==> config.mk <==
export PLATFORM = sky130hd
export DESIGN_NAME = fdtd_back
export DESIGN_NICKNAME = d
export VERILOG_FILES = /design/src/hw/rtl/finite_difference_threshold_detector_defines.svh /design/src/hw/rtl/fdtd_pkg.sv /design/src/hw/rtl/fdtd_back.sv
export SDC_FILE = /design/constraint.sdc
export NUM_CORES = 2
export LEC_CHECK = 0
export BUFFER_PORTS_ARGS = -buffer_cell sky130_fd_sc_hd__buf_2
export CORE_AREA = 8 8 254 256
export CTS_CLUSTER_DIAMETER = 150
export CTS_CLUSTER_SIZE = 14
export DETAILED_ROUTE_END_ITERATION = 8
export DIE_AREA = 0 0 262 264
export GPL_ROUTABILITY_DRIVEN = 0
export PLACE_DENSITY = 0.92
export SLEW_MARGIN = 20
export SYNTH_ARGS = -nofsm -noshare
export SYNTH_HDL_FRONTEND = slang
export SYNTH_SLANG_ARGS = --single-unit
==> constraint.sdc <==
create_clock -name i_clk -period 12.8 [get_ports i_clk]
set_clock_uncertainty 0.2 [all_clocks]
set_input_delay 1.28 -clock i_clk [delete_from_list [all_inputs] [get_ports i_clk]]
set_output_delay 1.28 -clock i_clk [all_outputs]
set_load 0.01 [all_outputs]
==> src/hw/rtl/finite_difference_threshold_detector_defines.svh <==
// Assertion macros shared by the detector RTL.
// Expects i_clk and i_rst_n in the scope of every use.
`ifndef FINITE_DIFFERENCE_THRESHOLD_DETECTOR_DEFINES_SVH
`define FINITE_DIFFERENCE_THRESHOLD_DETECTOR_DEFINES_SVH

// Consequent must hold in the same cycle as the antecedent.
`define FDTD_ASSERT_NOW(label, ante, cons) \
    label: assert property (@(posedge i_clk) disable iff (!i_rst_n) (ante) |-> (cons)) \
        else $error("fdtd assertion failed");

// Consequent must hold in the cycle after the antecedent.
`define FDTD_ASSERT_NEXT(label, ante, cons) \
    label: assert property (@(posedge i_clk) disable iff (!i_rst_n) (ante) |=> (cons)) \
        else $error("fdtd assertion failed");

`endif

==> src/hw/rtl/fdtd_pkg.sv <==
// Package for the finite-difference threshold detector.
// Holds widths, register codes, queue entry types and tap address arithmetic.
`timescale 1ns / 1ps
`default_nettype none

package fdtd_pkg;

    localparam int MAX_DELTA  = 64;
    localparam int SAMPLE_W   = 24;
    localparam int INDEX_W    = 16;
    localparam int DELTA_W    = 7;
    localparam int GAIN_W     = 32;
    localparam int VALUE_W    = 32;
    localparam int FRAC_W     = 24;
    localparam int LINE_DEPTH = 3 * MAX_DELTA + 1;
    localparam int POS_W      = $clog2(LINE_DEPTH);
    localparam int DIFF_W     = SAMPLE_W + 2;
    localparam int PROD_W     = DIFF_W + GAIN_W;
    localparam int CFG_IDX_W  = 3;
    localparam int CFG_DATA_W = 32;
    localparam int FIFO_DEPTH = 4;
    localparam int FIFO_PTR_W = $clog2(FIFO_DEPTH);
    localparam int FIFO_CNT_W = $clog2(FIFO_DEPTH + 1);

    localparam logic [CFG_IDX_W-1:0] REG_MODE      = 3'd0;
    localparam logic [CFG_IDX_W-1:0] REG_DELTA     = 3'd1;
    localparam logic [CFG_IDX_W-1:0] REG_GAIN      = 3'd2;
    localparam logic [CFG_IDX_W-1:0] REG_THRESHOLD = 3'd3;
    localparam logic [CFG_IDX_W-1:0] REG_THR_EN    = 3'd4;

    localparam logic MODE_ACCEL = 1'b0;
    localparam logic MODE_SLOPE = 1'b1;

    localparam logic [DELTA_W-1:0] DELTA_RESET = 7'd1;
    localparam logic [GAIN_W-1:0]  GAIN_RESET  = 32'h0100_0000;

    typedef struct packed {
        logic                     valid;
        logic                     last;
        logic [INDEX_W-1:0]       center;
        logic signed [DIFF_W-1:0] diff;
    } t_job;

    typedef struct packed {
        logic push;
        t_job job;
    } t_push;

    typedef struct packed {
        logic avail;
        t_job job;
    } t_head;

    function automatic logic [POS_W-1:0] tap_addr(input logic [POS_W-1:0] pos,
                                                   input logic [POS_W-1:0] back);
        logic [POS_W:0] sum;
        sum = {1'b0, pos} + (POS_W + 1)'(LINE_DEPTH) - {1'b0, back};
        if (sum >= (POS_W + 1)'(LINE_DEPTH)) begin
            sum = sum - (POS_W + 1)'(LINE_DEPTH);
        end
        return sum[POS_W-1:0];
    endfunction

endpackage

`default_nettype wire

==> src/hw/rtl/fdtd_back.sv <==
// Back end: scales each difference by the gain, saturates, tracks the peak
// and the first threshold crossing, and holds the result register.
// Depends on fdtd_pkg.
`timescale 1ns / 1ps
`default_nettype none

module fdtd_back (
    input  wire logic                                 i_clk,
    input  wire logic                                 i_rst_n,
    input  wire fdtd_pkg::t_head                      i_head,
    output logic                                      o_pop,
    input  wire logic signed [fdtd_pkg::GAIN_W-1:0]   i_gain,
    input  wire logic signed [fdtd_pkg::VALUE_W-1:0]  i_threshold,
    input  wire logic                                 i_thr_en,
    output logic                                      o_valid,
    input  wire logic                                 i_stall,
    output logic signed [fdtd_pkg::VALUE_W-1:0]       o_value,
    output logic                                      o_value_valid,
    output logic [fdtd_pkg::INDEX_W-1:0]              o_center_index,
    output logic                                      o_crossing_found,
    output logic [fdtd_pkg::INDEX_W-1:0]              o_crossing_index,
    output logic signed [fdtd_pkg::VALUE_W-1:0]       o_max_value,
    output logic                                      o_run_end
);

    localparam int HEAD_W = fdtd_pkg::PROD_W - fdtd_pkg::VALUE_W + 1;
    localparam logic signed [fdtd_pkg::PROD_W-1:0] ROUND_BIAS =
        fdtd_pkg::PROD_W'((64'd1 << fdtd_pkg::FRAC_W) - 64'd1);
    localparam logic signed [fdtd_pkg::VALUE_W-1:0] VALUE_MAX =
        {1'b0, {(fdtd_pkg::VALUE_W - 1){1'b1}}};
    localparam logic signed [fdtd_pkg::VALUE_W-1:0] VALUE_MIN =
        {1'b1, {(fdtd_pkg::VALUE_W - 1){1'b0}}};

    logic                                   r_s1_valid;
    logic signed [fdtd_pkg::PROD_W-1:0]     r_s1_prod;
    logic                                   r_s1_k_valid;
    logic                                   r_s1_last;
    logic [fdtd_pkg::INDEX_W-1:0]           r_s1_center;

    logic                                   r_s2_valid;
    logic signed [fdtd_pkg::VALUE_W-1:0]    r_s2_value;
    logic                                   r_s2_k_valid;
    logic                                   r_s2_last;
    logic [fdtd_pkg::INDEX_W-1:0]           r_s2_center;

    logic                                   r_out_valid;
    logic signed [fdtd_pkg::VALUE_W-1:0]    r_out_value;
    logic                                   r_out_k_valid;
    logic [fdtd_pkg::INDEX_W-1:0]           r_out_center;
    logic                                   r_out_found;
    logic [fdtd_pkg::INDEX_W-1:0]           r_out_cross_idx;
    logic signed [fdtd_pkg::VALUE_W-1:0]    r_out_max;
    logic                                   r_out_last;

    logic signed [fdtd_pkg::VALUE_W-1:0]    r_peak;
    logic signed [fdtd_pkg::VALUE_W-1:0]    n_peak;
    logic                                   r_crossed;
    logic                                   n_crossed;
    logic [fdtd_pkg::INDEX_W-1:0]           r_cross_idx;
    logic [fdtd_pkg::INDEX_W-1:0]           n_cross_idx;

    logic                                   w_rdy3;
    logic                                   w_rdy2;
    logic                                   w_rdy1;
    logic                                   w_load3;
    logic                                   w_load2;
    logic signed [fdtd_pkg::DIFF_W-1:0]     w_diff;
    logic signed [fdtd_pkg::PROD_W-1:0]     w_prod;
    logic signed [fdtd_pkg::PROD_W-1:0]     w_rounded;
    logic signed [fdtd_pkg::PROD_W-1:0]     w_shifted;
    logic [HEAD_W-1:0]                      w_head_bits;
    logic signed [fdtd_pkg::VALUE_W-1:0]    w_sat;

    assign w_rdy3  = !r_out_valid || !i_stall;
    assign w_rdy2  = !r_s2_valid || w_rdy3;
    assign w_rdy1  = !r_s1_valid || w_rdy2;
    assign o_pop   = i_head.avail && w_rdy1;
    assign w_load2 = r_s1_valid && w_rdy2;
    assign w_load3 = r_s2_valid && w_rdy3;

    assign w_diff = i_head.job.diff;
    assign w_prod = w_diff * i_gain;

    always_comb begin
        w_rounded   = r_s1_prod + (r_s1_prod[fdtd_pkg::PROD_W-1] ? ROUND_BIAS : '0);
        w_shifted   = w_rounded >>> fdtd_pkg::FRAC_W;
        w_head_bits = w_shifted[fdtd_pkg::PROD_W-1:fdtd_pkg::VALUE_W-1];
        if (w_head_bits == '0 || w_head_bits == '1) begin
            w_sat = w_shifted[fdtd_pkg::VALUE_W-1:0];
        end else if (w_shifted[fdtd_pkg::PROD_W-1]) begin
            w_sat = VALUE_MIN;
        end else begin
            w_sat = VALUE_MAX;
        end
    end

    always_comb begin
        n_peak      = r_peak;
        n_crossed   = r_crossed;
        n_cross_idx = r_cross_idx;
        if (r_s2_k_valid) begin
            if (r_s2_value > r_peak) begin
                n_peak = r_s2_value;
            end
            if (i_thr_en && !r_crossed && (r_s2_value > i_threshold)) begin
                n_crossed   = 1'b1;
                n_cross_idx = r_s2_center;
            end
        end
    end

    always_ff @(posedge i_clk) begin
        if (o_pop) begin
            r_s1_prod    <= w_prod;
            r_s1_k_valid <= i_head.job.valid;
            r_s1_last    <= i_head.job.last;
            r_s1_center  <= i_head.job.center;
        end
        if (w_load2) begin
            r_s2_value   <= w_sat;
            r_s2_k_valid <= r_s1_k_valid;
            r_s2_last    <= r_s1_last;
            r_s2_center  <= r_s1_center;
        end
        if (w_load3) begin
            r_out_value     <= r_s2_value;
            r_out_k_valid   <= r_s2_k_valid;
            r_out_center    <= r_s2_center;
            r_out_found     <= n_crossed;
            r_out_cross_idx <= n_crossed ? n_cross_idx : '0;
            r_out_max       <= n_peak;
            r_out_last      <= r_s2_last;
        end
    end

    always_ff @(posedge i_clk) begin
        if (!i_rst_n) begin
            r_s1_valid  <= 1'b0;
            r_s2_valid  <= 1'b0;
            r_out_valid <= 1'b0;
            r_peak      <= '0;
            r_crossed   <= 1'b0;
            r_cross_idx <= '0;
        end else begin
            if (w_rdy1) begin
                r_s1_valid <= o_pop;
            end
            if (w_rdy2) begin
                r_s2_valid <= r_s1_valid;
            end
            if (w_rdy3) begin
                r_out_valid <= r_s2_valid;
            end
            if (w_load3) begin
                if (r_s2_last) begin
                    r_peak      <= '0;
                    r_crossed   <= 1'b0;
                    r_cross_idx <= '0;
                end else begin
                    r_peak      <= n_peak;
                    r_crossed   <= n_crossed;
                    r_cross_idx <= n_cross_idx;
                end
            end
        end
    end

    assign o_valid          = r_out_valid;
    assign o_value          = r_out_value;
    assign o_value_valid    = r_out_k_valid;
    assign o_center_index   = r_out_center;
    assign o_crossing_found = r_out_found;
    assign o_crossing_index = r_out_cross_idx;
    assign o_max_value      = r_out_max;
    assign o_run_end        = r_out_last;

endmodule

`default_nettype wire

* Word level (Yosys, flattened, before mapping)
Index checks and enable logic that the tools add are counted.
Word-level totals: ROM bits 0, memories kept 0, output and inout port bits 101, word-level logic and storage cells 53, bits in latches 0, input port bits 113, bits in registers 277, memory bits (writable) 0
Operators by class: div/mod/pow operators 0, magnitude comparators 2, add/subtract/negate cells 1, reductions and logical operators 15, shift-type cells 0, equality and inequality tests 1, multipliers 1, mux-type cells 12, bitwise logic cells 0
Operators with widths (number):
- $mux W32 | 5
- $gt A32 B32 Y1 | 2
- $add A58 B24 Y58 | 1
- $mul A26 B32 Y58 | 1
- $mux W16 | 3
- $eq A27 B27 Y1 const B | 1
- $logic_not A27 Y1 | 1
- $mux W24 | 1
- $logic_and A1 B1 Y1 | 5
- $logic_not A1 Y1 | 5
- $logic_or A1 B1 Y1 | 4
- $mux W1 | 3

* Longest topological paths before layout
depth in word-level cells 6, depth in mapped cells 26, depth with buffers taken out 25

* Worst setup path before layout
OpenSTA, ideal clock, no wires.
path type input -> output, from input i_stall, to output o_pop, arrival time 7230 ps, setup slack 4090 ps, stages on the path 2, data required time 11320 ps, buffers on the path 0, cell sequence and3_1 a21boi_0
Between the ends: cells in the longest elaborated chain, start to end 5
Ends and longest elaborated chain:
- start: declaration | RTL line fdtd_back.sv:16 | input wire logic i_stall,
- $logic_not A1 Y1 | RTL line fdtd_back.sv:74 | assign w_rdy3 = !r_out_valid || !i_stall;
- $logic_or A1 B1 Y1 | RTL line fdtd_back.sv:74
- $logic_or A1 B1 Y1 | RTL line fdtd_back.sv:75 | assign w_rdy2 = !r_s2_valid || w_rdy3;
- $logic_or A1 B1 Y1 | RTL line fdtd_back.sv:76 | assign w_rdy1 = !r_s1_valid || w_rdy2;
- $logic_and A1 B1 Y1 | RTL line fdtd_back.sv:77 | assign o_pop = i_head.avail && w_rdy1;
- end: declaration | RTL line fdtd_back.sv:11 | output logic o_pop,
No other way between the ends.

* Final worst setup path
from input i_head[25] (netlist bit), to register r_s1_prod[51] (netlist bit), data pin
Between the ends: cells in the longest elaborated chain, start to end 1
Ends and longest elaborated chain:
- start: declaration | RTL line fdtd_back.sv:10 | input wire fdtd_pkg::t_head i_head,
- $mul A26 B32 Y58 | RTL line fdtd_back.sv:82 | assign w_prod = w_diff * i_gain;
- net w_prod, one bit | RTL line fdtd_back.sv:68 | logic signed [fdtd_pkg::PROD_W-1:0] w_prod;
- end signal: assignment | RTL line fdtd_back.sv:114 | r_s1_prod <= w_prod;
- end: declaration | RTL line fdtd_back.sv:35 | logic signed [fdtd_pkg::PROD_W-1:0] r_s1_prod;
The timed path passes the listed nets, and every way through them passes these cells. A chain may end at the register's enable or synchronous reset.

==> results.cfg <==
[status]
status = finished, final reports clean

[placed_design]
numPortBuffers = 213
place_hpwl_um = 82900

[hold_path]
hold_end = r_s2_center[6]
holdPathStages = 0
hold_class = reg2reg
hp-start = r_s1_center[6]

[drt]
via_count = 30223
routed_wl_um = 104000
drc = 0
dr.pass1.iters = 6
dr.first_iter.drc_count = 2498
via_per_inst = 6.07
avgRoutedWirePerCell_um = 21.0
ant_nets = 0

[cts]
clk_latency_ps = 510
clk_pin_slew_ps = 60
clock-root-buffer = clkbuf_16
cts.sinks = 277
ctsResizeCount = 0
post_cts_buffers = 0
cts_buffers = 23
hold_buffers = 0
cts_tree = done
htree_num_levels = 1
clock_path_buffers = 3

[synthesis]
ys_warn_count = 0
mappedNetlistNets = 5314
ys.flop_type = edfxtp_1
syn_avg_cell_area_um2 = 10.1
syn_area_mm2 = 0.0414
yosysUniqueCellTypes = 71
synthCells = 4102
ys_ff_latch = 277
synth-edff-count = 225
ys_seq_area_frac = 0.188
synth_area_leader_cell = fa_1
yosysMostFrequentCell = inv_1
synth.area.top_cells = fa_1 (41%), edfxtp_1 (16%), inv_1 (8.8%), ha_1 (7.4%), and2_1 (5.4%)
synth_common_cells = inv_1 (967), fa_1 (854), nand2_1 (519)
ys_async_sr_fraction = 0
yosysTopAreaCellShare = 0.413

[global_route]
grt_max_degree = 73
grt.overflow.total = 0
grt_first_pass_wirelength_um = 169000
antenna_found_initial = 6
track_usage = 0.305
grt_pass1_vias = 33477

[sta]
fmax_mhz = 114
fin_crit_sh = 0.685
drv_slew = 0
setup-violations-final = 0
fin_setup_tns_ps = 0
final-hold-violation-count = 0
slew-limit-headroom = 0.316
worst_pin_slew_ps = 1020
rsz0062_at_grt = no
finalWorstPathRequiredPeriod_ps = 8760

[cells_and_area]
drive_above_1_share = 0.0727
area_growth_pct = 5.13
final.fill_count = 3708
regArea_mm2 = 0.00780
post-route-util = 0.715
multi_input_area_mm2 = 0.0293
layout.nets = 5379

[setup_path]
critPathBufInv = 4
critical_path_class = in2reg
startpoint = i_head[25]
cp.required_ps = 12850
cp-start-kind = input port
cp_slowest_cell = clkinv_1
rr_endpoint = r_s2_value[3]
r2r_slack_ps = 8100
crit_path_cell_trace = buf_2 > clkinv_1 > nor2_1 > fa_1 > fa_1 > fa_1 > fa_1 > fa_1 > fa_1 > inv_1 > fa_1 > inv_1 > ha_1 > a211oi_1 > o211ai_1 > a2111oi_0 > nor2b_1 > a2111o_1 > nand2_1 > o21ai_0 > a211oi_1 > nor2_1
r2r-start = r_s1_prod[57]
crit_fanout = 27
crit_arrival_ps = 8810
path_common_cell = fa_1
worstRegToRegCells = 12
critical_path.max_stage_delay_ps = 850
crit_family = adder cells
worst_setup_path_end_kind = flip-flop

[floorplanning]
initial_utilization = 0.680
num_rows = 91
coreArea_mm2 = 0.0608
die_w_um = 262
io_pins = 214
die-area_mm2 = 0.0692
dieHeight_um = 264

[job]
drv_cap = 0
## cell type report
class,instances,share of cell area
diodes,5,0.000288
clock buffers,39,0.0146
clock inverters,2,0.000316
inverters,968,0.0836
multi-input cells,2675,0.673
flip-flops and latches,277,0.179
well taps,790,0.0227
repair buffers,222,0.0262
## worst register-to-register path, delay by kind of cell (launching register included)
family	cells	cell delay (ps)
simple gates	2	450
fa+ha+maj	1	320
buf+inv	2	490
compound gates	7	2330
flops	1	590
## metal layers
metal | part of all wire | up-vias | wire [um] | GRT usage
met2 | 0.48 | 2139 | 50300 | 0.511
met3 | 0.12 | 547 | 13000 | 0.0819
met5 | 0.00012 | - | 13 | 0
met4 | 0.051 | 2 | 5330 | 0.141
met1 | 0.34 | 14976 | 35800 | 0.367
li1 | - | 12559 | - | -
## sequential cells by signal (all words and copies together) (netlist names), 16 cells and up
| signal | count |
|---|---|
| r_s1_prod | 58 |
| o_max_value | 32 |
| o_value | 32 |
| r_peak | 32 |
| r_s2_value | 32 |
| o_center_index | 16 |
| o_crossing_index | 16 |
| r_cross_idx | 16 |
| r_s1_center | 16 |
| r_s2_center | 16 |
## worst max path at each step
stage,end,slack (ps),cells past startpoint
after floorplan,o_pop,4090,2
after global placement,r_s1_prod[51],3930,22
after detailed placement,r_s1_prod[51],3780,22
after CTS,r_s1_prod[51],4320,22
after global routing,r_s1_prod[51],3730,22
final,r_s1_prod[51],4040,22
## metrics by stage
stage	std cells	setup slack (ps)	cell area, um^2	hold slack, ps
3_3_place_gp	4931	3930	42800	201
3_5_place_dp	4931	3780	42800	205
4_1_cts	4972	4320	43500	220
5_1_grt	4977	3730	43500	224
2_1_floorplan	4102	4090	41400	200
6_report	4978	4040	43500	218
## cells in the final DEF (no fill, tap or decap), types with 23 or more instances in the layout
cell	instances
and2_1	354
nand3_1	26
edfxtp_1	225
dfxtp_1	52
a21oi_1	70
clkbuf_16	23
xnor2_1	64
a21o_1	44
a22o_1	49
buf_2	213
nor2_1	74
xor2_1	33
mux2_2	32
nand2_1	519
nand4_1	32
inv_1	966
o21ai_0	79
fa_1	853
ha_1	245
## cells by family after synthesis
family / count (synthesis) / synth area share
buf+inv: 1150 / 0.105
mux: 32 / 0.00871
compound gates: 358 / 0.0614
flops: 277 / 0.188
xor+xnor: 97 / 0.0205
simple gates: 1089 / 0.129
fa+ha+maj: 1099 / 0.487
Power is not shown: default switching activity piles up to over one toggle a cycle in this logic, so the estimate is an artifact.
