File: src/hw/rtl/finite_difference_threshold_detector_defines.svh
// Assertion macros shared by the detector RTL.
// Expects i_clk and i_rst_n in the scope of every use.
`ifndef FINITE_DIFFERENCE_THRESHOLD_DETECTOR_DEFINES_SVH
`define FINITE_DIFFERENCE_THRESHOLD_DETECTOR_DEFINES_SVH

// Consequent must hold in the same cycle as the antecedent.
`define FDTD_ASSERT_NOW(label, ante, cons) \
    label: assert property (@(posedge i_clk) disable iff (!i_rst_n) (ante) |-> (cons)) \
        else $error("fdtd assertion failed");

// Consequent must hold in the cycle after the antecedent.
`define FDTD_ASSERT_NEXT(label, ante, cons) \
    label: assert property (@(posedge i_clk) disable iff (!i_rst_n) (ante) |=> (cons)) \
        else $error("fdtd assertion failed");

`endif

File: src/hw/rtl/fdtd_pkg.sv
// Package for the finite-difference threshold detector.
// Holds widths, register codes, queue entry types and tap address arithmetic.
`timescale 1ns / 1ps
`default_nettype none

package fdtd_pkg;

    localparam int MAX_DELTA  = 64;
    localparam int SAMPLE_W   = 24;
    localparam int INDEX_W    = 16;
    localparam int DELTA_W    = 7;
    localparam int GAIN_W     = 32;
    localparam int VALUE_W    = 32;
    localparam int FRAC_W     = 24;
    localparam int LINE_DEPTH = 3 * MAX_DELTA + 1;
    localparam int POS_W      = $clog2(LINE_DEPTH);
    localparam int DIFF_W     = SAMPLE_W + 2;
    localparam int PROD_W     = DIFF_W + GAIN_W;
    localparam int CFG_IDX_W  = 3;
    localparam int CFG_DATA_W = 32;
    localparam int FIFO_DEPTH = 4;
    localparam int FIFO_PTR_W = $clog2(FIFO_DEPTH);
    localparam int FIFO_CNT_W = $clog2(FIFO_DEPTH + 1);

    localparam logic [CFG_IDX_W-1:0] REG_MODE      = 3'd0;
    localparam logic [CFG_IDX_W-1:0] REG_DELTA     = 3'd1;
    localparam logic [CFG_IDX_W-1:0] REG_GAIN      = 3'd2;
    localparam logic [CFG_IDX_W-1:0] REG_THRESHOLD = 3'd3;
    localparam logic [CFG_IDX_W-1:0] REG_THR_EN    = 3'd4;

    localparam logic MODE_ACCEL = 1'b0;
    localparam logic MODE_SLOPE = 1'b1;

    localparam logic [DELTA_W-1:0] DELTA_RESET = 7'd1;
    localparam logic [GAIN_W-1:0]  GAIN_RESET  = 32'h0100_0000;

    typedef struct packed {
        logic                     valid;
        logic                     last;
        logic [INDEX_W-1:0]       center;
        logic signed [DIFF_W-1:0] diff;
    } t_job;

    typedef struct packed {
        logic push;
        t_job job;
    } t_push;

    typedef struct packed {
        logic avail;
        t_job job;
    } t_head;

    function automatic logic [POS_W-1:0] tap_addr(input logic [POS_W-1:0] pos,
                                                   input logic [POS_W-1:0] back);
        logic [POS_W:0] sum;
        sum = {1'b0, pos} + (POS_W + 1)'(LINE_DEPTH) - {1'b0, back};
        if (sum >= (POS_W + 1)'(LINE_DEPTH)) begin
            sum = sum - (POS_W + 1)'(LINE_DEPTH);
        end
        return sum[POS_W-1:0];
    endfunction

endpackage

`default_nettype wire

File: src/hw/rtl/fdtd_fifo.sv
// Short job queue between the front end and the back end.
// Register array with count; depends on fdtd_pkg and the assertion macros.
`timescale 1ns / 1ps
`default_nettype none
`include "finite_difference_threshold_detector_defines.svh"

module fdtd_fifo (
    input  wire logic            i_clk,
    input  wire logic            i_rst_n,
    input  wire fdtd_pkg::t_push i_push,
    output logic                 o_full,
    output fdtd_pkg::t_head      o_head,
    input  wire logic            i_pop
);

    fdtd_pkg::t_job                  r_slot [fdtd_pkg::FIFO_DEPTH];
    logic [fdtd_pkg::FIFO_PTR_W-1:0] r_wr_ptr;
    logic [fdtd_pkg::FIFO_PTR_W-1:0] r_rd_ptr;
    logic [fdtd_pkg::FIFO_CNT_W-1:0] r_count;
    logic                            w_push;
    logic                            w_pop;

    assign w_push       = i_push.push;
    assign w_pop        = i_pop;
    assign o_full       = r_count == fdtd_pkg::FIFO_CNT_W'(fdtd_pkg::FIFO_DEPTH);
    assign o_head.avail = r_count != '0;
    assign o_head.job   = r_slot[r_rd_ptr];

    always_ff @(posedge i_clk) begin
        if (w_push) begin
            r_slot[r_wr_ptr] <= i_push.job;
        end
    end

    always_ff @(posedge i_clk) begin
        if (!i_rst_n) begin
            r_wr_ptr <= '0;
            r_rd_ptr <= '0;
            r_count  <= '0;
        end else begin
            if (w_push) begin
                r_wr_ptr <= r_wr_ptr + fdtd_pkg::FIFO_PTR_W'(1);
            end
            if (w_pop) begin
                r_rd_ptr <= r_rd_ptr + fdtd_pkg::FIFO_PTR_W'(1);
            end
            if (w_push && !w_pop) begin
                r_count <= r_count + fdtd_pkg::FIFO_CNT_W'(1);
            end else if (w_pop && !w_push) begin
                r_count <= r_count - fdtd_pkg::FIFO_CNT_W'(1);
            end
        end
    end

    `FDTD_ASSERT_NOW(a_no_overflow, w_push, !o_full)
    `FDTD_ASSERT_NOW(a_no_underflow, w_pop, r_count != '0)
    `FDTD_ASSERT_NEXT(a_count_grows, w_push && !w_pop, r_count == $past(r_count) + 3'd1)
    `FDTD_ASSERT_NEXT(a_count_shrinks, w_pop && !w_push, r_count == $past(r_count) - 3'd1)

endmodule

`default_nettype wire

File: config.mk
export PLATFORM = sky130hd
export DESIGN_NAME = fdtd_fifo
export DESIGN_NICKNAME = d
export VERILOG_FILES = /design/src/hw/rtl/fdtd_pkg.sv /design/src/hw/rtl/fdtd_fifo.sv
export VERILOG_INCLUDE_DIRS = /design/src /design/src/hw/rtl
export SDC_FILE = /design/constraint.sdc
export NUM_CORES = 1
export LEC_CHECK = 0
export BUFFER_PORTS_ARGS = -buffer_cell sky130_fd_sc_hd__buf_4
export CORE_MARGIN = 5
export CORE_UTILIZATION = 57
export CTS_BUF_LIST = sky130_fd_sc_hd__clkbuf_4 sky130_fd_sc_hd__clkbuf_8 sky130_fd_sc_hd__clkbuf_16
export DETAILED_ROUTE_END_ITERATION = 10
export PLACE_DENSITY = 0.79
export REMOVE_ABC_BUFFERS = 1
export SKIP_LAST_GASP = 1
export SYNTH_ARGS = -nofsm -noshare
export SYNTH_HDL_FRONTEND = slang
export SYNTH_SLANG_ARGS = --single-unit
File: constraint.sdc
create_clock -name i_clk -period 2.8 [get_ports i_clk]
set_input_delay 0.28 -clock i_clk [delete_from_list [all_inputs] [get_ports i_clk]]
set_output_delay 0.28 -clock i_clk [all_outputs]
set_load 0.03 [all_outputs]
Word-level counts from Yosys, hierarchy flattened
Memory sizes are Yosys's and may differ from the RTL's. A register that Yosys moved wholly into a read port is not among the register bits.
Index checks and enable logic that the tools add are counted.
Word-level totals
  flip-flop bits (word level): 7
  bits in writable memories: 176
  input port bits: 48
  memories kept: 1
Cells by class
  add/subtract/negate cells: 4
  eq/ne operators: 1
  mux-type cells: 6
  reductions and logical operators: 6
Memory list
  r_slot: words 4, width 44, read ports 1, clocked after memory_dff 1, write ports 1, line fdtd_fifo.sv:16  | fdtd_pkg::t_job r_slot [fdtd_pkg::FIFO_DEPTH];
Operators with widths (number)
  $mux 3: 2
  $add 2x1->2 const B: 2
  $mux 2: 2
  $add 3x1->3 const B: 1
  $eq 3x3->1 const B: 1
  $reduce_bool 3->1: 1
  $sub 3x1->3 const B: 1
  $logic_and 1x1->1: 2
  $logic_not 1->1: 2
  $mux 1: 2
  $reduce_bool 2->1: 1

Longest topological paths before layout
Gate-level depths: netlist (run 1).
  depth after elaboration: 4
  mapped depth: 7
  mapped depth without buffers: 7

Worst setup path before layout (run 1)
No wires, ideal clock.
  path kind: register to register
  start point: register r_wr_ptr[0] in the netlist's numbering
  end point: memory r_slot[2][0] in the netlist's numbering, enable pin
  arrival: 1599 ps
  required time: 2394 ps
  setup slack: 796 ps
  cell stages (with the launch flop): 4
  buffers on the path: 0
  clock period less this slack: 2004 ps
  cells stage by stage: dfxtp_1 -> inv_1 -> ha_1 -> and2_1
RTL lines
  from (decl): line fdtd_fifo.sv:17  | logic [fdtd_pkg::FIFO_PTR_W-1:0] r_wr_ptr;
  from (signal assigned): line fdtd_fifo.sv:42  | r_wr_ptr <= r_wr_ptr + fdtd_pkg::FIFO_PTR_W'(1);
  to (decl): line fdtd_fifo.sv:16
No word-level cell before the write port.

==> metrics.txt, run 1 <==
Fin Clk Skew=0.0151 ns; critical path's largest stage delay=0.64 ns; Yosys warning count=0; crit path max fanout=22; Least-Margin Pin Slew=0.743 ns; Yosys top cell area share=77.1%; HP Class=in2reg; pwr/cell area=758 nW/um^2; DIE AREA=14300 sq um; fin cells=542; Synth area leader=edfxtp_1; first-pass GRT wire length=18.8 mm; Via density=5.68; die width=120 um; antenna-violating nets left=0; layout cells sized above 1=44.3%; post-synthesis async set-or-reset flop share=0%; WP data required=2.52 ns; Top FF cell, synth=edfxtp_1; largest net degree at the start of global routing=45; final slew viol count=0; Resized Gates After CTS=0; Post-synth top cells=edfxtp_1, mux4_2, and2_1, dfxtp_1, ha_1; most frequent CP cell=buf_4; status=complete, no violations; Worst Setup End Kind=output port; initial antenna violation count=0; via count=3079; drt first pass iters=4; Max Cap Violations=0; sequential area share after synthesis=79.7%; number of CTS-inserted buffers=17; total design power=0.00630 W; Final setup viols=0; Worst slew margin=50.5%; CP Launch Type=register; Die Height=120 um; Hold Buf Count CTS=0; Clk Latency, worst-skew pair=0.43 ns; layout net count=437; DR WL/cell=21.5 um; Post-CTS Setup Repair Bufs=0; critical path cell sequence=buf_4 > mux4_1 > buf_4; DRT iter0 DRCs=243; P_leak=2.86 nW; TritonCTS clock tree=done; Post-Route WL=11.7 mm; total clock sinks=185; Final Critical Period=2.37 ns; Crit Path Category=reg2out; Syn Inst Count=273; Starting Density=57.5%; most common cell in the synthesized netlist=edfxtp_1; # DRC=0; EDFF count, synth=176; DP Area=7750 sq um; RSZ-0062 raised after global routing=false; diode count=0; number of global-route vias before repair=3412; Overflow after GRT=0; Area Growth Syn to Fin=21.2%; period utilization=84.6%; worst hold margin=0.0541 ns; DP HPWL=7.13 mm; cell area after layout=8310 sq um; RePlAce Congestion=0.664; Reg clk slew, reported paths=0.07 ns; Synth cell types=21; top cells by area, synth=edfxtp_1, mux4_2, dfxtp_1; VDD IR-drop max=0.456 mV; final setup TNS=0 ns; Total GRT Usage=17.8%; crit path max-delay cell type=dfxtp_4; port bufs=93; Worst EP arrival=2.09 ns; area of the mapped netlist=6850 sq um; row count=40; root buf cell=clkbuf_16; Max Clock Freq=422 MHz; Clock Path Buffers=2; Mapped Avg Cell Area=25.1 sq um; Synth Register Bits=185; io pins=94; H-tree depth=4; area of the core=11900 sq um; final hold vios=0; Placed Instances=511
==> cell families (layout without fill, tap and decap cells) <==
group	after synthesis	after routing	synth area share (%)
muxes	46	46	15.0
AOI/OAI and AO/OA	2	2	0.183
and+or+nand+nor	15	15	1.35
xor gates and xnor gates	5	5	0.639
buffers and inverters	14	136	1.92
adders and majority gates	6	6	1.20
DFF	185	185	79.7
==> cell type report <==
class / count / area [sq um]
clock buffer: 20 / 448
sequential: 185 / 5470
fill: 738 / 3600
clock inverter: 11 / 106
tap: 147 / 184
inverter: 4 / 15.0
timing repair buffer: 101 / 821
multi-input combinational: 74 / 1260
==> final timing paths <==
check / start / end / cells after the start / slack, ns
max: register / o_head[43] / 3 / 0.43
min: i_push[7] / r_slot[2][7] / 1 / 0.05
max reg2reg: r_wr_ptr[1] / r_slot[1][27] / 4 / 1.03
min reg2reg: r_count[2] / r_count[2] / 2 / 0.53
==> state kept, by name, summed over array words and instances, names as in the netlist, named ones only <==
register and cells:
r_wr_ptr 2, r_slot 176, r_count 3, r_rd_ptr 2
==> metal layers <==
layer	up-vias	GRT usage [%]	share of wire, %
li1	1365	-	-
met1	1596	23.5	42
met2	101	28.1	50
met3	17	5.47	6.7
met4	0	7.37	1.8
met5	-	0	0
==> where the power goes <==
part           leakage (nW)  switching, W  internal (W)
Sequential             1.69     0.0000692       0.00318
Clock                 0.272      0.000916       0.00132
Combinational         0.894      0.000452      0.000366
==> per-stage QoR <==
step | util, % | worst slack (ns)
2_1_floorplan | - | -0.226
3_3_place_gp | 65.1 | 0.844
3_5_place_dp | 65.1 | 0.834
4_1_cts | 69.7 | 0.353
6_report | 69.7 | 0.431
5_1_grt | 69.7 | 0.290
==> critical path: cells and delay by family (launching register included) <==
family,cells,cell delay [ns]
mux,1,0.56
buf+inv,2,0.45
flops,1,0.64
==> layout by cell type, fill, tap and decap left out, types with 4 or more instances in the layout <==
master     Yosys  layout
buf_4          0      96
edfxtp_1     176     176
clkinv_2       0       4
dfxtp_1        9       7
mux4_1         4       4
clkbuf_16      0      17
and2_2         0       4
inv_1          4       4
mux4_2        40      40
and2_1         9       5
ha_1           5       5
buf_12         4       5
Power figures use the tool's default switching activity.
==> run 2, diff against run 1 <==
CORE_UTILIZATION = 51   (was 57)
PLACE_DENSITY = 0.75   (was 0.79)
clock period = 1.9 ns   (was 2.8 ns; I/O delays follow)
==> run 2 against run 1 <==
The run now ends with negative setup slack left. Hold slack worse by 0.019 ns. Clock-buffer cell count shrank 1. Sequential cell count stayed put. Power grew 53%. First-iteration DRC count fell by 30%. Setup slack got worse by 0.51 ns. Final cell count up 16%. Critical path depth up 1. Sequential power rose by 46%. Clock skew fell by 0.0040 ns. Design area grew 10%. Critical endpoint is now o_head[37].
==> metrics.txt, run 2 (synthesis gave the netlist of run 1 again) <==
TritonCTS clock tree=done (unchanged); layout cells sized above 1=42.4% (was 44.3%); Reg clk slew, reported paths=0.06 ns (was 0.07 ns); first-pass GRT wire length=19.5 mm (was 18.8 mm); row count=42 (was 40); H-tree depth=4 (unchanged); layout net count=492 (was 437); Post-Route WL=12.2 mm (was 11.7 mm); Worst EP arrival=1.79 ns (was 2.09 ns); most frequent cells in the layout=edfxtp_1, buf_4, buf_6 (was edfxtp_1, buf_4, mux4_2); Max Cap Violations=0 (unchanged); status=complete, but fails checks (was complete, no violations); period utilization=104%; diode count=0 (unchanged); worst setup margin=-0.0801 ns (was 0.431 ns); drt first pass iters=4 (unchanged); critical path's largest stage delay=0.54 ns (was 0.64 ns); RSZ-0062 raised after global routing=true (was false); fillers=844 (was 738); HP Class=in2reg (unchanged); Worst R2R Path Depth=4 (unchanged); antenna-violating nets left=0 (unchanged); P_leak=3.18 nW (was 2.86 nW); total clock sinks=185 (unchanged); max reg flops=176 (unchanged); DRT iter0 DRCs=171 (was 243); failing checks=negative setup slack; die width=126 um (was 120 um); total design power=0.00962 W (was 0.00630 W); Overflow after GRT=0 (unchanged); DR WL/cell=19.5 um (was 21.5 um); DP Area=7820 sq um (was 7750 sq um); Largest regs=r_slot (176), r_count (3) (unchanged); Area Growth Syn to Fin=33.3% (was 21.2%); Placed Instances=543 (was 511); Clk Latency, worst-skew pair=0.43 ns (about the same); Via density=5.26 (was 5.68); initial antenna violation count=0 (unchanged); port bufs=93 (unchanged); crit path max-delay cell type=mux4_2 (was dfxtp_4); crit path max fanout=8 (was 22); Most flops, register=r_slot (unchanged); Total GRT Usage=16.6% (was 17.8%); area of the core=13200 sq um (was 11900 sq um); Worst Hold Depth=2 (was 1); DIE AREA=15900 sq um (was 14300 sq um); via count=3295 (was 3079); Crit Path Category=reg2out (unchanged); most common cell after layout, fill and taps aside=edfxtp_1 (unchanged); Die Height=126 um (was 120 um); DP HPWL=6.99 mm (was 7.13 mm); Least-Margin Pin Slew=0.405 ns (was 0.743 ns); Final setup viols=44 (was 0); fin cells=627 (was 542); Worst Setup End Kind=output port (unchanged); cell area after layout=9140 sq um (was 8310 sq um); VDD IR-drop max=0.779 mV (was 0.456 mV); number of CTS-inserted buffers=17 (unchanged); largest net degree at the start of global routing=45 (unchanged); number of global-route vias before repair=3602 (was 3412); RePlAce Congestion=0.664 (unchanged); critical path cell sequence=buf_4 > buf_16 > mux4_2 > buf_6 (was buf_4 > mux4_1 > buf_4); worst hold margin=0.0354 ns (was 0.0541 ns); Clock Path Buffers=2 (unchanged); pwr/cell area=1050 nW/um^2 (was 758 nW/um^2); Fin Clk Skew=0.0110 ns (was 0.0151 ns); final slew viol count=0 (unchanged); CP Launch Type=register (unchanged); Max Clock Freq=505 MHz; # DRC=0 (unchanged); Worst slew margin=73.0% (was 50.5%); Starting Density=52.0% (was 57.5%); root buf cell=clkbuf_16 (unchanged); io pins=94 (unchanged); WP data required=1.71 ns (was 2.52 ns); final hold vios=0 (unchanged); Final Critical Period=1.98 ns
==> run 2: where the power goes <==
part	internal (W)	switching (W)	leakage (nW)
Sequential	0.00468	0.0000579	1.69
Clock	0.00195	0.00140	0.280
Combinational	0.000760	0.000777	1.21
Total	0.00739	0.00223	3.18
==> run 2: repair_timing <==
| action | CTS | global route |
|---|---|---|
| hold buffers | 44 | 0 |
| resized for setup | 54 | 1 |
| hold endpoints to repair | 176 | 0 |
| gates cloned | 4 | 0 |
| endpoints found under the setup margin | 39 | 44 |
| setup buffers | 4 | 0 |
==> run 2: metal layers <==
metal / track usage [%] / vias to the layer above / routed length, um
met4: 6.12 / 0 / 223
met2: 27.1 / 88 / 6310
met1: 20.9 / 1704 / 5010
met5: 0 / - / 0
met3: 5.46 / 21 / 674
li1: - / 1482 / -
==> run 2: layout make-up <==
type	count	area (sq um)	area share [%]
clock inverters	13	129	1.41
inverters	4	15.0	0.164
multi-input cells	74	1250	13.7
clock buffers	19	440	4.82
well taps	176	220	2.41
flip-flops and latches	185	5470	59.9
repair buffers	156	1620	17.7
==> run 2: worst paths after layout <==
kind	slack, ns	from	end
worst max-delay path	-0.08	register	o_head[37]
worst min-delay path	0.04	i_rst_n	r_rd_ptr[0]
worst max register to register	0.36	r_count[0]	r_count[2]
worst min register to register	0.52	r_count[2]	r_count[2]
==> run 2: worst max-delay path, delay by kind of cell (launching register included) <==
kind | cells | cell delay (ns)
buffers and inverters | 3 | 0.44
flip-flops | 1 | 0.38
multiplexers | 1 | 0.54
==> run 2: metrics by stage <==
step           TNS [ns]  worst slack, ns  utilization [%]
2_1_floorplan    -58.15            -1.04                -
5_1_grt           -5.04           -0.144             69.3
4_1_cts           -3.34          -0.0983             69.3
3_3_place_gp          0            0.275             59.3
6_report          -1.99          -0.0801             69.3
3_5_place_dp          0            0.172             59.3
==> run 3, diff against run 2 <==
GPL_TIMING_DRIVEN = 0   (was default)
==> run 3 against run 2 <==
The run still ends with negative setup slack left. First-iteration DRC count increased by 41%. Global-route usage increased by 0.83 points. Register-to-register slack worse by 0.17 ns. Critical path depth did not move. Combinational power grew 4%. Clock power up 5%. Non-clock buffer count up 2. Clock-buffer cell count decreased by 1. Critical path type unchanged. Highest routed layer unchanged.
==> metrics.txt, run 3 (synthesis gave the netlist of run 1 again) <==
Worst Setup End Kind=output port (unchanged); area of the core=13200 sq um (unchanged); Area Growth Syn to Fin=35.4% (was 33.3%); Final Critical Period=1.99 ns (was 1.98 ns); Fin Clk Skew=0.00976 ns (was 0.0110 ns); number of CTS-inserted buffers=17 (unchanged); WP data required=1.71 ns (about the same); Clock Path Buffers=2 (unchanged); Reg clk slew, reported paths=0.07 ns (was 0.06 ns); Max Clock Freq=502 MHz (was 505 MHz); WL met2=7.09 mm (was 6.31 mm); Routed met3 length=667 um (was 674 um); total clock sinks=185 (unchanged); worst setup margin=-0.0920 ns (was -0.0801 ns); die width=126 um (unchanged); DP HPWL=7.15 mm (was 6.99 mm); critical path's largest stage delay=0.52 ns (was 0.54 ns); CP top delay family=multiplexers (unchanged); Crit Path Category=reg2out (unchanged); H-tree depth=4 (unchanged); most common cell after layout, fill and taps aside=edfxtp_1 (unchanged); DRT iter0 DRCs=241 (was 171); RSZ-0062 raised after global routing=true (unchanged); Largest regs=r_slot (176), r_count (3) (unchanged); period utilization=105% (was 104%); failing checks=negative setup slack (unchanged); most frequent CP cell=buf_6; DR WL/cell=21.6 um (was 19.5 um); via count=3330 (was 3295); Starting Density=52.0% (unchanged); Final setup viols=44 (unchanged); port bufs=93 (unchanged); # DRC=0 (unchanged); TritonCTS clock tree=done (unchanged); pwr/cell area=1060 nW/um^2 (was 1050 nW/um^2); Die Height=126 um (unchanged); Post-Route WL=13.6 mm (was 12.2 mm); layout net count=494 (was 492); Buf/Inv on CP=3 (unchanged); Post-Route M1 WL=5.59 mm (was 5.01 mm); final hold vios=0 (unchanged); crit path max-delay cell type=mux4_2 (unchanged); Worst EP arrival=1.80 ns (was 1.79 ns); Max Used Layer=met4 (unchanged); VDD IR-drop max=0.581 mV (was 0.779 mV); root buf cell=clkbuf_16 (unchanged); Total GRT Usage=17.4% (was 16.6%); initial antenna violation count=0 (unchanged); HP Class=in2reg (unchanged); drt first pass iters=4 (unchanged); row count=42 (unchanged); final slew viol count=0 (unchanged); Clk Latency, worst-skew pair=0.42 ns (was 0.43 ns); RePlAce Congestion=0.632 (was 0.664); layout cells sized above 1=43.0% (was 42.4%); number of global-route vias before repair=3617 (was 3602); io pins=94 (unchanged); Most flops, register=r_slot (unchanged); Via density=5.29 (was 5.26); status=complete, but fails checks (unchanged); diode count=0 (unchanged); first-pass GRT wire length=20.3 mm (was 19.5 mm); Max Cap Violations=0 (unchanged); fillers=806 (was 844); final setup TNS=-2.46 ns (was -1.99 ns); Overflow after GRT=0 (unchanged); Place WS=0.0870 ns (was 0.172 ns); crit path max fanout=5 (was 8); CP Launch Type=register (unchanged); most frequent cells in the layout=edfxtp_1, buf_4, buf_6 (unchanged); antenna-violating nets left=0 (unchanged); Worst slew margin=59.6% (was 73.0%); P_leak=3.22 nW (was 3.18 nW); DIE AREA=15900 sq um (unchanged); max reg flops=176 (unchanged); critical path cell sequence=buf_6 > clkbuf_16 > mux4_2 > buf_6 (was buf_4 > buf_16 > mux4_2 > buf_6); largest net degree at the start of global routing=27 (was 45); Least-Margin Pin Slew=0.606 ns (was 0.405 ns)
run 3: timing repair:
action | 4_1_cts | 5_1_grt
buffers inserted | 8 | 0
endpoints found under the setup margin | 44 | 44
endpoints found under the hold margin | 176 | 0
cloned | 4 | 3
hold buffers | 44 | 0
pin swaps | 0 | 0
gates resized for setup | 29 | 31
run 3: cell type report:
type	instances	area (sq um)	area share, %
clock inverter	14	171	1.85
tap	176	220	2.37
timing repair buffer	158	1720	18.5
multi-input combinational	74	1250	13.4
clock buffer	18	433	4.67
inverter	4	15.0	0.162
sequential	185	5470	59.0
run 3: layer usage:
layer	vias up	track usage (%)
met1	1723	22.1
met2	108	28.9
met4	0	6.50
met3	17	4.83
met5	-	0
li1	1482	-
run 3: worst paths after layout:
check,depth (start not counted),end,slack [ns],start
hold reg to reg,2,r_count[2],0.55,r_count[2]
setup / recovery,4,o_head[14],-0.09,register
hold / removal,2,r_wr_ptr[0],0.03,i_rst_n
setup reg to reg,4,r_slot[2][28],0.19,r_wr_ptr[0]
run 3: where the power goes:
group          switching, W  internal [W]  total, W  leakage [nW]
clock               0.00144       0.00209   0.00353         0.280
combinational      0.000794      0.000801   0.00160          1.25
sequential        0.0000724       0.00468   0.00475          1.69
run 3: through the flow:
stage,std cells,utilization (%),cell area (sq um),total power (W),hold WS (ns)
after floorplan,263,-,6740,0.00557,0.289
after global placement,532,58.0,7660,0.00604,0.389
after detailed placement,538,59.1,7790,0.00609,0.393
after CTS,626,68.9,9090,0.00985,0.0146
after global routing,629,70.3,9280,0.0102,0.0281
final,629,70.3,9280,0.00988,0.0254
